==> config.mk <==
export PLATFORM = sky130hd
export DESIGN_NAME = touch_key_press_classifier_unit_flat
export DESIGN_NICKNAME = d
export VERILOG_FILES = /design/src/design/tkpc_pkg.sv /design/src/design/tkpc_in_if.sv /design/src/design/tkpc_out_if.sv /design/src/design/tkpc_key_match.sv /design/src/design/touch_key_press_classifier_unit.sv /design/src/flat_wrapper.sv
export SDC_FILE = /design/constraint.sdc
export NUM_CORES = 1
export LEC_CHECK = 0
export BUFFER_PORTS_ARGS = -buffer_cell sky130_fd_sc_hd__buf_4
export CAP_MARGIN = 0
export CELL_PAD_IN_SITES_DETAIL_PLACEMENT = 2
export CELL_PAD_IN_SITES_GLOBAL_PLACEMENT = 2
export CORE_MARGIN = 2
export CORE_UTILIZATION = 40
export DETAILED_ROUTE_END_ITERATION = 12
export MAX_ROUTING_LAYER = met4
export PLACE_DENSITY = 0.92
export SLEW_MARGIN = 0
export SYNTH_ARGS = -nofsm -noshare
export SYNTH_HDL_FRONTEND = slang
export SYNTH_SLANG_ARGS = --single-unit
==> constraint.sdc <==
create_clock -name clk -period 14.4 [get_ports clk]
set_input_delay 1.44 -clock clk [delete_from_list [all_inputs] [get_ports clk]]
set_output_delay 1.44 -clock clk [all_outputs]
set_load 0.01 [all_outputs]
==> src/design/tkpc_pkg.sv <==
// Shared types, constants and helpers of the touch key press classifier.
package tkpc_pkg;

  localparam int unsigned KEY_W   = 16;
  localparam int unsigned CODES_W = 3 * KEY_W;
  localparam int unsigned IDX_W   = 3;
  localparam int unsigned CNT_W   = 16;
  localparam int unsigned NKEYS   = 6;
  localparam int unsigned CFG_IDX_W = 3;
  localparam int unsigned CFG_W   = CODES_W;

  typedef logic [KEY_W-1:0] key_t;
  typedef logic [CNT_W-1:0] cnt_t;
  typedef logic [IDX_W-1:0] idx_t;

  // Configuration register indexes.
  typedef enum logic [CFG_IDX_W-1:0] {
    CFG_CODES_LEFT    = 3'd0,
    CFG_CODES_RIGHT   = 3'd1,
    CFG_LONG_SCANS    = 3'd2,
    CFG_HOLD_INTERVAL = 3'd3,
    CFG_RELEASE_SCANS = 3'd4
  } cfg_idx_t;

  typedef enum logic [1:0] {
    PH_IDLE = 2'd0,
    PH_HOLD = 2'd1,
    PH_WAIT = 2'd2
  } phase_t;

  // Result of looking a code up in the six configured key codes.
  typedef struct packed {
    logic found;
    idx_t idx;
  } match_t;

  localparam cnt_t CNT_MAX         = '1;
  localparam cnt_t LONG_SCANS_RST  = 16'd100;
  localparam cnt_t HOLD_INTV_RST   = 16'd100;
  localparam cnt_t RELEASE_RST     = 16'd20;

  // Increment that sticks at the counter's largest value.
  function automatic cnt_t sat_inc(input cnt_t v);
    cnt_t r;
    r = (v == CNT_MAX) ? CNT_MAX : v + cnt_t'(1);
    return r;
  endfunction

endpackage

==> src/design/tkpc_in_if.sv <==
// Scan input channel: one key code per beat.
interface tkpc_in_if;
  import tkpc_pkg::*;

  logic valid;
  logic ready;
  key_t key_code;

  modport source (output valid, output key_code, input ready);
  modport sink (input valid, input key_code, output ready);
endinterface

==> src/design/tkpc_out_if.sv <==
// Result channel: press events and the key they belong to, one result per beat.
interface tkpc_out_if;
  import tkpc_pkg::*;

  logic valid;
  logic ready;
  logic short_press;
  logic long_press;
  logic repeat_press;
  idx_t key_index;

  modport source (output valid, output short_press, output long_press,
                  output repeat_press, output key_index, input ready);
  modport sink (input valid, input short_press, input long_press,
                input repeat_press, input key_index, output ready);
endinterface

==> src/design/tkpc_key_match.sv <==
// Priority lookup of a code among the three left and three right key codes.
module tkpc_key_match (
  input  logic [tkpc_pkg::CODES_W-1:0] codes_left,
  input  logic [tkpc_pkg::CODES_W-1:0] codes_right,
  input  tkpc_pkg::key_t               code,
  output tkpc_pkg::match_t             match
);
  import tkpc_pkg::*;

  key_t keys [NKEYS];

  always_comb begin
    for (int i = 0; i < 3; i++) begin
      keys[i]     = codes_left[i*KEY_W +: KEY_W];
      keys[i + 3] = codes_right[i*KEY_W +: KEY_W];
    end
  end

  // Scan from the top so that the lowest matching index is the one kept.
  always_comb begin
    match = '0;
    for (int i = NKEYS - 1; i >= 0; i--) begin
      if (keys[i] == code) begin
        match.found = 1'b1;
        match.idx   = idx_t'(i);
      end
    end
  end

endmodule

==> src/design/touch_key_press_classifier_unit.sv <==
// Top level of the touch key press classifier: scan register, press state and result register.
//
// Each beat on in_chan carries one touch-scan key code and produces exactly one result beat on
// out_chan, in order, flagging a short press, a long press and/or a hold repeat together with
// the key index (0-2 left keys, 3-5 right keys; zero when no event). The block takes one scan
// per clock cycle unless out_chan stalls: a beat is captured in a scan register, classified
// by the compare and saturating-counter logic and lands in the result register; a full result
// register that is being read does not stop the next beat from being taken. A short press of
// a code not in the table gives no event but still waits for release; a long hold of an
// unknown code gives no events. The user writes configuration through the cfg_ port only while
// no beat is in flight; the block does not enforce it. Writes to indexes above 4 are dropped.
module touch_key_press_classifier_unit (
  input  logic                            clk,
  input  logic                            rst_n,
  tkpc_in_if.sink                         in_chan,
  tkpc_out_if.source                      out_chan,
  input  logic                            cfg_we,
  input  logic [tkpc_pkg::CFG_IDX_W-1:0]  cfg_index,
  input  logic [tkpc_pkg::CFG_W-1:0]      cfg_wdata
);
  import tkpc_pkg::*;

  // Configuration registers.
  logic [CODES_W-1:0] codes_left_r;
  logic [CODES_W-1:0] codes_right_r;
  cnt_t               long_scans_r;
  cnt_t               hold_interval_r;
  cnt_t               release_scans_r;

  always_ff @(posedge clk) begin
    if (!rst_n) begin
      codes_left_r    <= '0;
      codes_right_r   <= '0;
      long_scans_r    <= LONG_SCANS_RST;
      hold_interval_r <= HOLD_INTV_RST;
      release_scans_r <= RELEASE_RST;
    end else if (cfg_we) begin
      unique case (cfg_index)
        CFG_CODES_LEFT:    codes_left_r    <= cfg_wdata[CODES_W-1:0];
        CFG_CODES_RIGHT:   codes_right_r   <= cfg_wdata[CODES_W-1:0];
        CFG_LONG_SCANS:    long_scans_r    <= cfg_wdata[CNT_W-1:0];
        CFG_HOLD_INTERVAL: hold_interval_r <= cfg_wdata[CNT_W-1:0];
        CFG_RELEASE_SCANS: release_scans_r <= cfg_wdata[CNT_W-1:0];
        default: ;
      endcase
    end
  end

  // Scan register and handshake. The scan moves on whenever the result register is empty or
  // is being emptied in this cycle.
  logic s1_valid_r;
  key_t s1_key_r;
  logic s1_fire;
  logic out_valid_r;

  assign s1_fire      = s1_valid_r && (!out_valid_r || out_chan.ready);
  assign in_chan.ready = !s1_valid_r || s1_fire;

  always_ff @(posedge clk) begin
    if (!rst_n) begin
      s1_valid_r <= 1'b0;
    end else if (in_chan.ready) begin
      s1_valid_r <= in_chan.valid;
    end
  end

  always_ff @(posedge clk) begin
    if (in_chan.valid && in_chan.ready) begin
      s1_key_r <= in_chan.key_code;
    end
  end

  // Press state.
  phase_t phase_r, phase_nxt;
  key_t   held_code_r, held_code_nxt;
  cnt_t   press_count_r, press_count_nxt;
  cnt_t   release_count_r, release_count_nxt;

  // Every event concerns the held code: a short press reports it, and long and repeat
  // events only fire while the scan equals it.
  match_t held_match;

  tkpc_key_match u_match (
    .codes_left  (codes_left_r),
    .codes_right (codes_right_r),
    .code        (held_code_r),
    .match       (held_match)
  );

  logic is_idle;
  logic held_zero;
  logic same;
  cnt_t idle_pc_inc;
  logic go_long;
  logic go_short;
  logic in_hold;
  cnt_t hold_pc_inc;
  logic rep_hit;
  logic in_wait;
  cnt_t rel_inc;
  logic rel_done;

  // Decisions shared by the next-state and event logic.
  always_comb begin
    is_idle     = (phase_r != PH_HOLD) && (phase_r != PH_WAIT);
    held_zero   = (held_code_r == '0);
    same        = (held_code_r == s1_key_r);
    idle_pc_inc = sat_inc(press_count_r);
    go_long     = is_idle && !held_zero && same && (idle_pc_inc >= long_scans_r);
    go_short    = is_idle && !held_zero && !same;
    // A long press enters hold in the same scan, with the count restarted from zero.
    in_hold     = (phase_r == PH_HOLD) || go_long;
    hold_pc_inc = go_long ? cnt_t'(1) : sat_inc(press_count_r);
    rep_hit     = in_hold && same && held_match.found && (hold_pc_inc >= hold_interval_r);
    // The scan that ends a press already counts toward release.
    in_wait     = (phase_r == PH_WAIT) || go_short || (in_hold && !same);
    rel_inc     = (s1_key_r == '0) ? sat_inc(release_count_r) : '0;
    rel_done    = rel_inc >= release_scans_r;
  end

  // Next state.
  always_comb begin
    phase_nxt         = phase_r;
    held_code_nxt     = held_code_r;
    press_count_nxt   = press_count_r;
    release_count_nxt = release_count_r;

    if (is_idle) begin
      phase_nxt = PH_IDLE;
      if (held_zero) begin
        held_code_nxt = s1_key_r;
      end else if (same) begin
        press_count_nxt = go_long ? '0 : idle_pc_inc;
      end
    end

    if (in_hold) begin
      if (same) begin
        phase_nxt       = PH_HOLD;
        press_count_nxt = rep_hit ? '0 : hold_pc_inc;
      end
    end

    if (in_wait) begin
      phase_nxt         = PH_WAIT;
      release_count_nxt = rel_done ? '0 : rel_inc;
      if (rel_done) begin
        held_code_nxt   = '0;
        press_count_nxt = '0;
        phase_nxt       = PH_IDLE;
      end
    end
  end

  // Events of this scan.
  logic ev_short, ev_long, ev_rep;
  idx_t ev_idx;

  always_comb begin
    ev_short = go_short && held_match.found;
    ev_long  = go_long && held_match.found;
    ev_rep   = rep_hit;
    ev_idx   = (ev_short || ev_long || ev_rep) ? held_match.idx : '0;
  end

  always_ff @(posedge clk) begin
    if (!rst_n) begin
      phase_r         <= PH_IDLE;
      held_code_r     <= '0;
      press_count_r   <= '0;
      release_count_r <= '0;
    end else if (s1_fire) begin
      phase_r         <= phase_nxt;
      held_code_r     <= held_code_nxt;
      press_count_r   <= press_count_nxt;
      release_count_r <= release_count_nxt;
    end
  end

  // Result register.
  logic out_short_r, out_long_r, out_rep_r;
  idx_t out_idx_r;

  always_ff @(posedge clk) begin
    if (!rst_n) begin
      out_valid_r <= 1'b0;
    end else if (s1_fire) begin
      out_valid_r <= 1'b1;
    end else if (out_chan.ready) begin
      out_valid_r <= 1'b0;
    end
  end

  always_ff @(posedge clk) begin
    if (s1_fire) begin
      out_short_r <= ev_short;
      out_long_r  <= ev_long;
      out_rep_r   <= ev_rep;
      out_idx_r   <= ev_idx;
    end
  end

  assign out_chan.valid        = out_valid_r;
  assign out_chan.short_press  = out_short_r;
  assign out_chan.long_press   = out_long_r;
  assign out_chan.repeat_press = out_rep_r;
  assign out_chan.key_index    = out_idx_r;

  // A cleared held code means no press is in progress and the press count is at rest.
  a_held_zero_idle: assert property (@(posedge clk) disable iff (!rst_n)
    (held_code_r == '0) |-> (phase_r == PH_IDLE && press_count_r == '0))
    else $error("held code cleared while a press is in progress");

  // A short press ends the press, so it never comes with a long or repeat event.
  a_short_alone: assert property (@(posedge clk) disable iff (!rst_n)
    (out_valid_r && out_short_r) |-> (!out_long_r && !out_rep_r))
    else $error("short press reported together with a long or repeat event");

  // Reported key indexes stay within the six keys.
  a_idx_range: assert property (@(posedge clk) disable iff (!rst_n)
    out_valid_r |-> (out_idx_r <= idx_t'(NKEYS - 1)))
    else $error("key index out of range");

  // The scan register only loses its beat by passing it to the result register.
  a_scan_moves: assert property (@(posedge clk) disable iff (!rst_n)
    (s1_valid_r && out_valid_r && !out_chan.ready) |=> s1_valid_r)
    else $error("scan dropped while result register was stalled");

endmodule

==> src/flat_wrapper.sv <==
// flat-port wrapper written by rule: the top's interface ports become plain ports
module touch_key_press_classifier_unit_flat import tkpc_pkg::*;
  (clk, rst_n, cfg_we, cfg_index, cfg_wdata, in_chan_valid, in_chan_key_code, in_chan_ready, out_chan_valid, out_chan_short_press, out_chan_long_press, out_chan_repeat_press, out_chan_key_index, out_chan_ready);
  tkpc_in_if in_chan_i ();
  tkpc_out_if out_chan_i ();
  input  logic clk;
  input  logic rst_n;
  input  logic cfg_we;
  input  logic [tkpc_pkg::CFG_IDX_W-1:0] cfg_index;
  input  logic [tkpc_pkg::CFG_W-1:0] cfg_wdata;
  input wire logic [$bits(in_chan_i.valid)-1:0] in_chan_valid;
  input wire logic [$bits(in_chan_i.key_code)-1:0] in_chan_key_code;
  output wire logic [$bits(in_chan_i.ready)-1:0] in_chan_ready;
  output wire logic [$bits(out_chan_i.valid)-1:0] out_chan_valid;
  output wire logic [$bits(out_chan_i.short_press)-1:0] out_chan_short_press;
  output wire logic [$bits(out_chan_i.long_press)-1:0] out_chan_long_press;
  output wire logic [$bits(out_chan_i.repeat_press)-1:0] out_chan_repeat_press;
  output wire logic [$bits(out_chan_i.key_index)-1:0] out_chan_key_index;
  input wire logic [$bits(out_chan_i.ready)-1:0] out_chan_ready;
  assign in_chan_i.valid = in_chan_valid;
  assign in_chan_i.key_code = in_chan_key_code;
  assign in_chan_ready = in_chan_i.ready;
  assign out_chan_valid = out_chan_i.valid;
  assign out_chan_short_press = out_chan_i.short_press;
  assign out_chan_long_press = out_chan_i.long_press;
  assign out_chan_repeat_press = out_chan_i.repeat_press;
  assign out_chan_key_index = out_chan_i.key_index;
  assign out_chan_i.ready = out_chan_ready;
  touch_key_press_classifier_unit u_core (.clk(clk), .rst_n(rst_n), .in_chan(in_chan_i), .out_chan(out_chan_i), .cfg_we(cfg_we), .cfg_index(cfg_index), .cfg_wdata(cfg_wdata));
endmodule
==> run_results.csv <==
group,metric,value,unit
cts,htreeDepth,1,
worst_setup_path,path_common_cell,"a21oi_1",
pwr,finalPower,1650,uW
detailed_routing,dr.pass1.iters,5,
die,die_height,175,microns
sta,final_hold_viol_count,0,
worst_setup_path,crit_path_start_kind,"register",
worst_setup_path,crit_buf_inv,2,
worst_setup_path,cp.arrival,7.78,ns
sta,worstMarginPinSlew,1.10,ns
detailed_routing,wl_per_cell,28.7,microns
global_routing,met3_usage,4.42,%
die,start_util,40.7,%
logic_synthesis,yosysWarningCount,0,
sta,period_share,51.8,%
logic_synthesis,yosysMostFrequentCell,"nand2_1",
finish,nets,1530,
cts,hold_buffers,0,
global_routing,met1_usage,37.1,%
logic_synthesis,postSynthAreaPerCell,8.52,sq um
sta,fin_tns_setup,0,ns
logic_synthesis,synth_nets,1496,
worst_setup_path,worstPathMaxFanout,16,
pwr,p_comb_share,17.0,%
logic_synthesis,synth_area_leaders,"dfxtp_1 (34%), nand2_1 (10%), a21boi_0 (9.2%)",
global_routing,gr-usage-met2,61.2,%
logic_synthesis,synth_simple_gate_area_share,19.9,%
logic_synthesis,synth_top_cell_area_share,33.6,%
pwr,pwr-share-clk,41.7,%
finish,seqCellArea,4580,sq um
logic_synthesis,synth_compound_area_share,19.1,%
logic_synthesis,synth_edf_count,22,
cts,cts_setup_buffers,0,
logic_synthesis,ys.flop_type,"dfxtp_1",
placement,dp_cells,1760,
pwr,switching_share,31.5,%
global_routing,grt.busiest_layer,"met2",
flow_run,drv_cap,0,
cts,ctsResizeCount,0,
cts,cts_buffers,26,
sta,setup_viol,0,
pwr,power.switching,519,uW
die,rows,62,
worst_setup_path,cpPeakStageDelay,0.84,ns
sta,slew_viol_final,0,
detailed_routing,antenna_left,0,
global_routing,grt-ovfl-total,0,
cts,cts_root_buf,"clkbuf_16",
cts,max-clock-path-buffers,3,
finish,multi_input_area,6420,sq um
cts,cts.reportedPaths.clkPinSlew,0.07,ns
worst_setup_path,crit_type,"reg2reg",
finish,final_cells,1808,
die,die_area,30600,sq um
detailed_routing,drc_errors,0,
sta,fmax,0.134,GHz
finish,area_delta_synth_final,13.9,%
logic_synthesis,yosysTopAreaCell,"dfxtp_1",
global_routing,grt_max_degree,114,
global_routing,grt_usage,34.4,%
sta,rsz0062_at_grt,"false",
cts,clock-sinks,218,
die,fp.coreArea,28700,sq um
die,num_io_pins,80,
logic_synthesis,synth_xor_area_share,9.75,%
sta,fin_crit,7.46,ns
finish,diodes,0,
sta,slew_headroom,26.7,%
global_routing,grt_pass1_wl,78300,microns
worst_setup_path,path_cells,"nand3_1 > nor4_1 > or4b_2 > mux2i_1 > inv_1 > ha_1 > nand4_1 > or4_1 > a21oi_1 > a221oi_1 > a21oi_1 > buf_4 > a21oi_1 > ha_1 > a21o_1 > a21o_1 > a211oi_1 > o21ai_0 > a21oi_1 > o2bb2ai_1 > and3_1",
die,die_w,175,microns
logic_synthesis,synth.distinct_cells,66,
pwr,p_leak,0.00483,uW
finish,fillers,3115,
run_status,status,"finished clean",
sta,timing.hold.ws,0.489,ns
pwr,p_per_area,124,nW/um^2
logic_synthesis,yosys_register_bits,218,
sta,fin_skew,0.0365,ns
logic_synthesis,ys_async_sr_fraction,0,%
logic_synthesis,synth_top_cells_by_count,"nand2_1 (326), dfxtp_1 (196), a21boi_0 (143), xnor2_1 (112), inv_1 (74)",
logic_synthesis,synth-adder-area-share,5.79,%
logic_synthesis,ys_seq_area_share,39.3,%
global_routing,grt_pass1_vias,12500,
global_routing,antenna_found_initial,0,
detailed_routing,vias_per_cell,6.09,
cts,clock_latency,0.57,ns
logic_synthesis,netlist_area,11700,sq um
worst_setup_path,end_kind,"register",
worst_setup_path,crit_family,"simple AND/OR/NAND/NOR gates",
logic_synthesis,synthCells,1370,
worst_setup_path,critPathRequiredTime,14.72,ns
detailed_routing,drt-total-wl,51800,microns
detailed_routing,vias,11000,
pwr,power.internal,1130,uW
finish,layout-drive-gt1-share,10.8,%
worst_hold_path,hp-class,"reg2reg",
placement,dp_hpwl,30900,microns
logic_synthesis,synth_top_family_by_area,"simple AND/OR/NAND/NOR gates",
finish,utilization,46.3,%
placement,place.gp.congestion,0.838,
cts,cts_tree,"done",
pwr,vdd_drop_max,0.121,mV
worst_setup_path,crit_slowest_cell,"nor4_1",
pwr,seq_power_share,41.3,%
detailed_routing,drtIter0Drc,740,
placement,io_buffers,79,
logic_synthesis,synthMuxAreaShare,0.429,%
==> state kept, by name, indices dropped and copies added, names as in the netlist <==
signal / cells
u_core.press_count_r: 16
u_core.release_count_r: 16
u_core.out_chan.short_press: 1
u_core.s1_valid_r: 1
u_core.hold_interval_r: 16
u_core.s1_key_r: 16
u_core.release_scans_r: 16
u_core.phase_r: 2
u_core.long_scans_r: 16
u_core.codes_right_r: 48
u_core.out_chan.long_press: 1
u_core.held_code_r: 16
u_core.out_chan.valid: 1
u_core.out_chan.repeat_press: 1
u_core.codes_left_r: 48
u_core.out_chan.key_index: 3
==> final timing paths <==
check | start | endpoint | slack, ns | cells past startpoint
worst max register to register | u_core.press_count_r[2]$_SDFFE_PN0P_ | u_core.out_chan.key_index[2]$_SDFFCE_PP0P_ | 6.94 | 21
worst min register to register | u_core.release_scans_r[8]$_SDFFE_PN0P_ | u_core.release_scans_r[8]$_SDFFE_PN0P_ | 0.49 | 2
worst max-delay path | u_core.press_count_r[2]$_SDFFE_PN0P_ | u_core.out_chan.key_index[2]$_SDFFCE_PP0P_ | 6.94 | 21
worst min-delay path | u_core.release_scans_r[8]$_SDFFE_PN0P_ | u_core.release_scans_r[8]$_SDFFE_PN0P_ | 0.49 | 2
==> logic make-up after synthesis <==
| logic type | Yosys count |
|---|---|
| AOI/OAI and AO/OA | 292 |
| xor gates and xnor gates | 130 |
| adders and majority gates | 54 |
| buffers and inverters | 158 |
| DFF | 218 |
| muxes | 5 |
| and+or+nand+nor | 513 |
==> cells in the final DEF (no fill, tap or decap), drive strengths merged, types with 9 or more instances in the layout <==
master	instances
o32ai	13
a21boi	152
edfxtp	22
nand4	46
o21ai	18
nor4	21
nand3	32
clkbuf	36
a21oi	35
xor2	18
dfxtp	196
xnor2	112
a21o	15
inv	75
nor2	30
a22o	16
clkinv	9
nor3	9
buf	90
ha	54
o211ai	10
nand2	326
==> worst min-delay path, cell delays in order, from the launching register on <==
cell,delay (ns)
dfxtp_1,0.31
nand2_1,0.05
a21boi_0,0.07
==> layer usage <==
metal,up-vias,part of all wire [%]
met4,0,6.3
met2,466,51
met5,-,0
met3,221,4.1
li1,4741,-
met1,5579,39
==> metrics by stage <==
stage          worst slack, ns  instance area [sq um]
6_report                  6.94                  13300
5_1_grt                   6.69                  13300
4_1_cts                   7.25                  13300
3_5_place_dp              7.46                  12400
3_3_place_gp              8.03                  12400
2_1_floorplan             8.57                  11700
==> power groups by stage <==
stage          combinational [uW]  sequential, uW  clock [uW]
2_1_floorplan                 180             658           0
3_3_place_gp                  235             686           0
3_5_place_dp                  254             688           0
4_1_cts                       272             678         691
5_1_grt                       288             679         710
6_report                      279             680         686
==> final cells by class <==
cell class	count	area share [%]
inverter	74	2.09
clock buffer	36	5.40
tap	384	3.61
multi-input combinational	994	48.3
clock inverter	12	1.02
sequential	218	34.5
timing repair buffer	90	5.08
No activity file was read; power rests on OpenSTA's default activity.
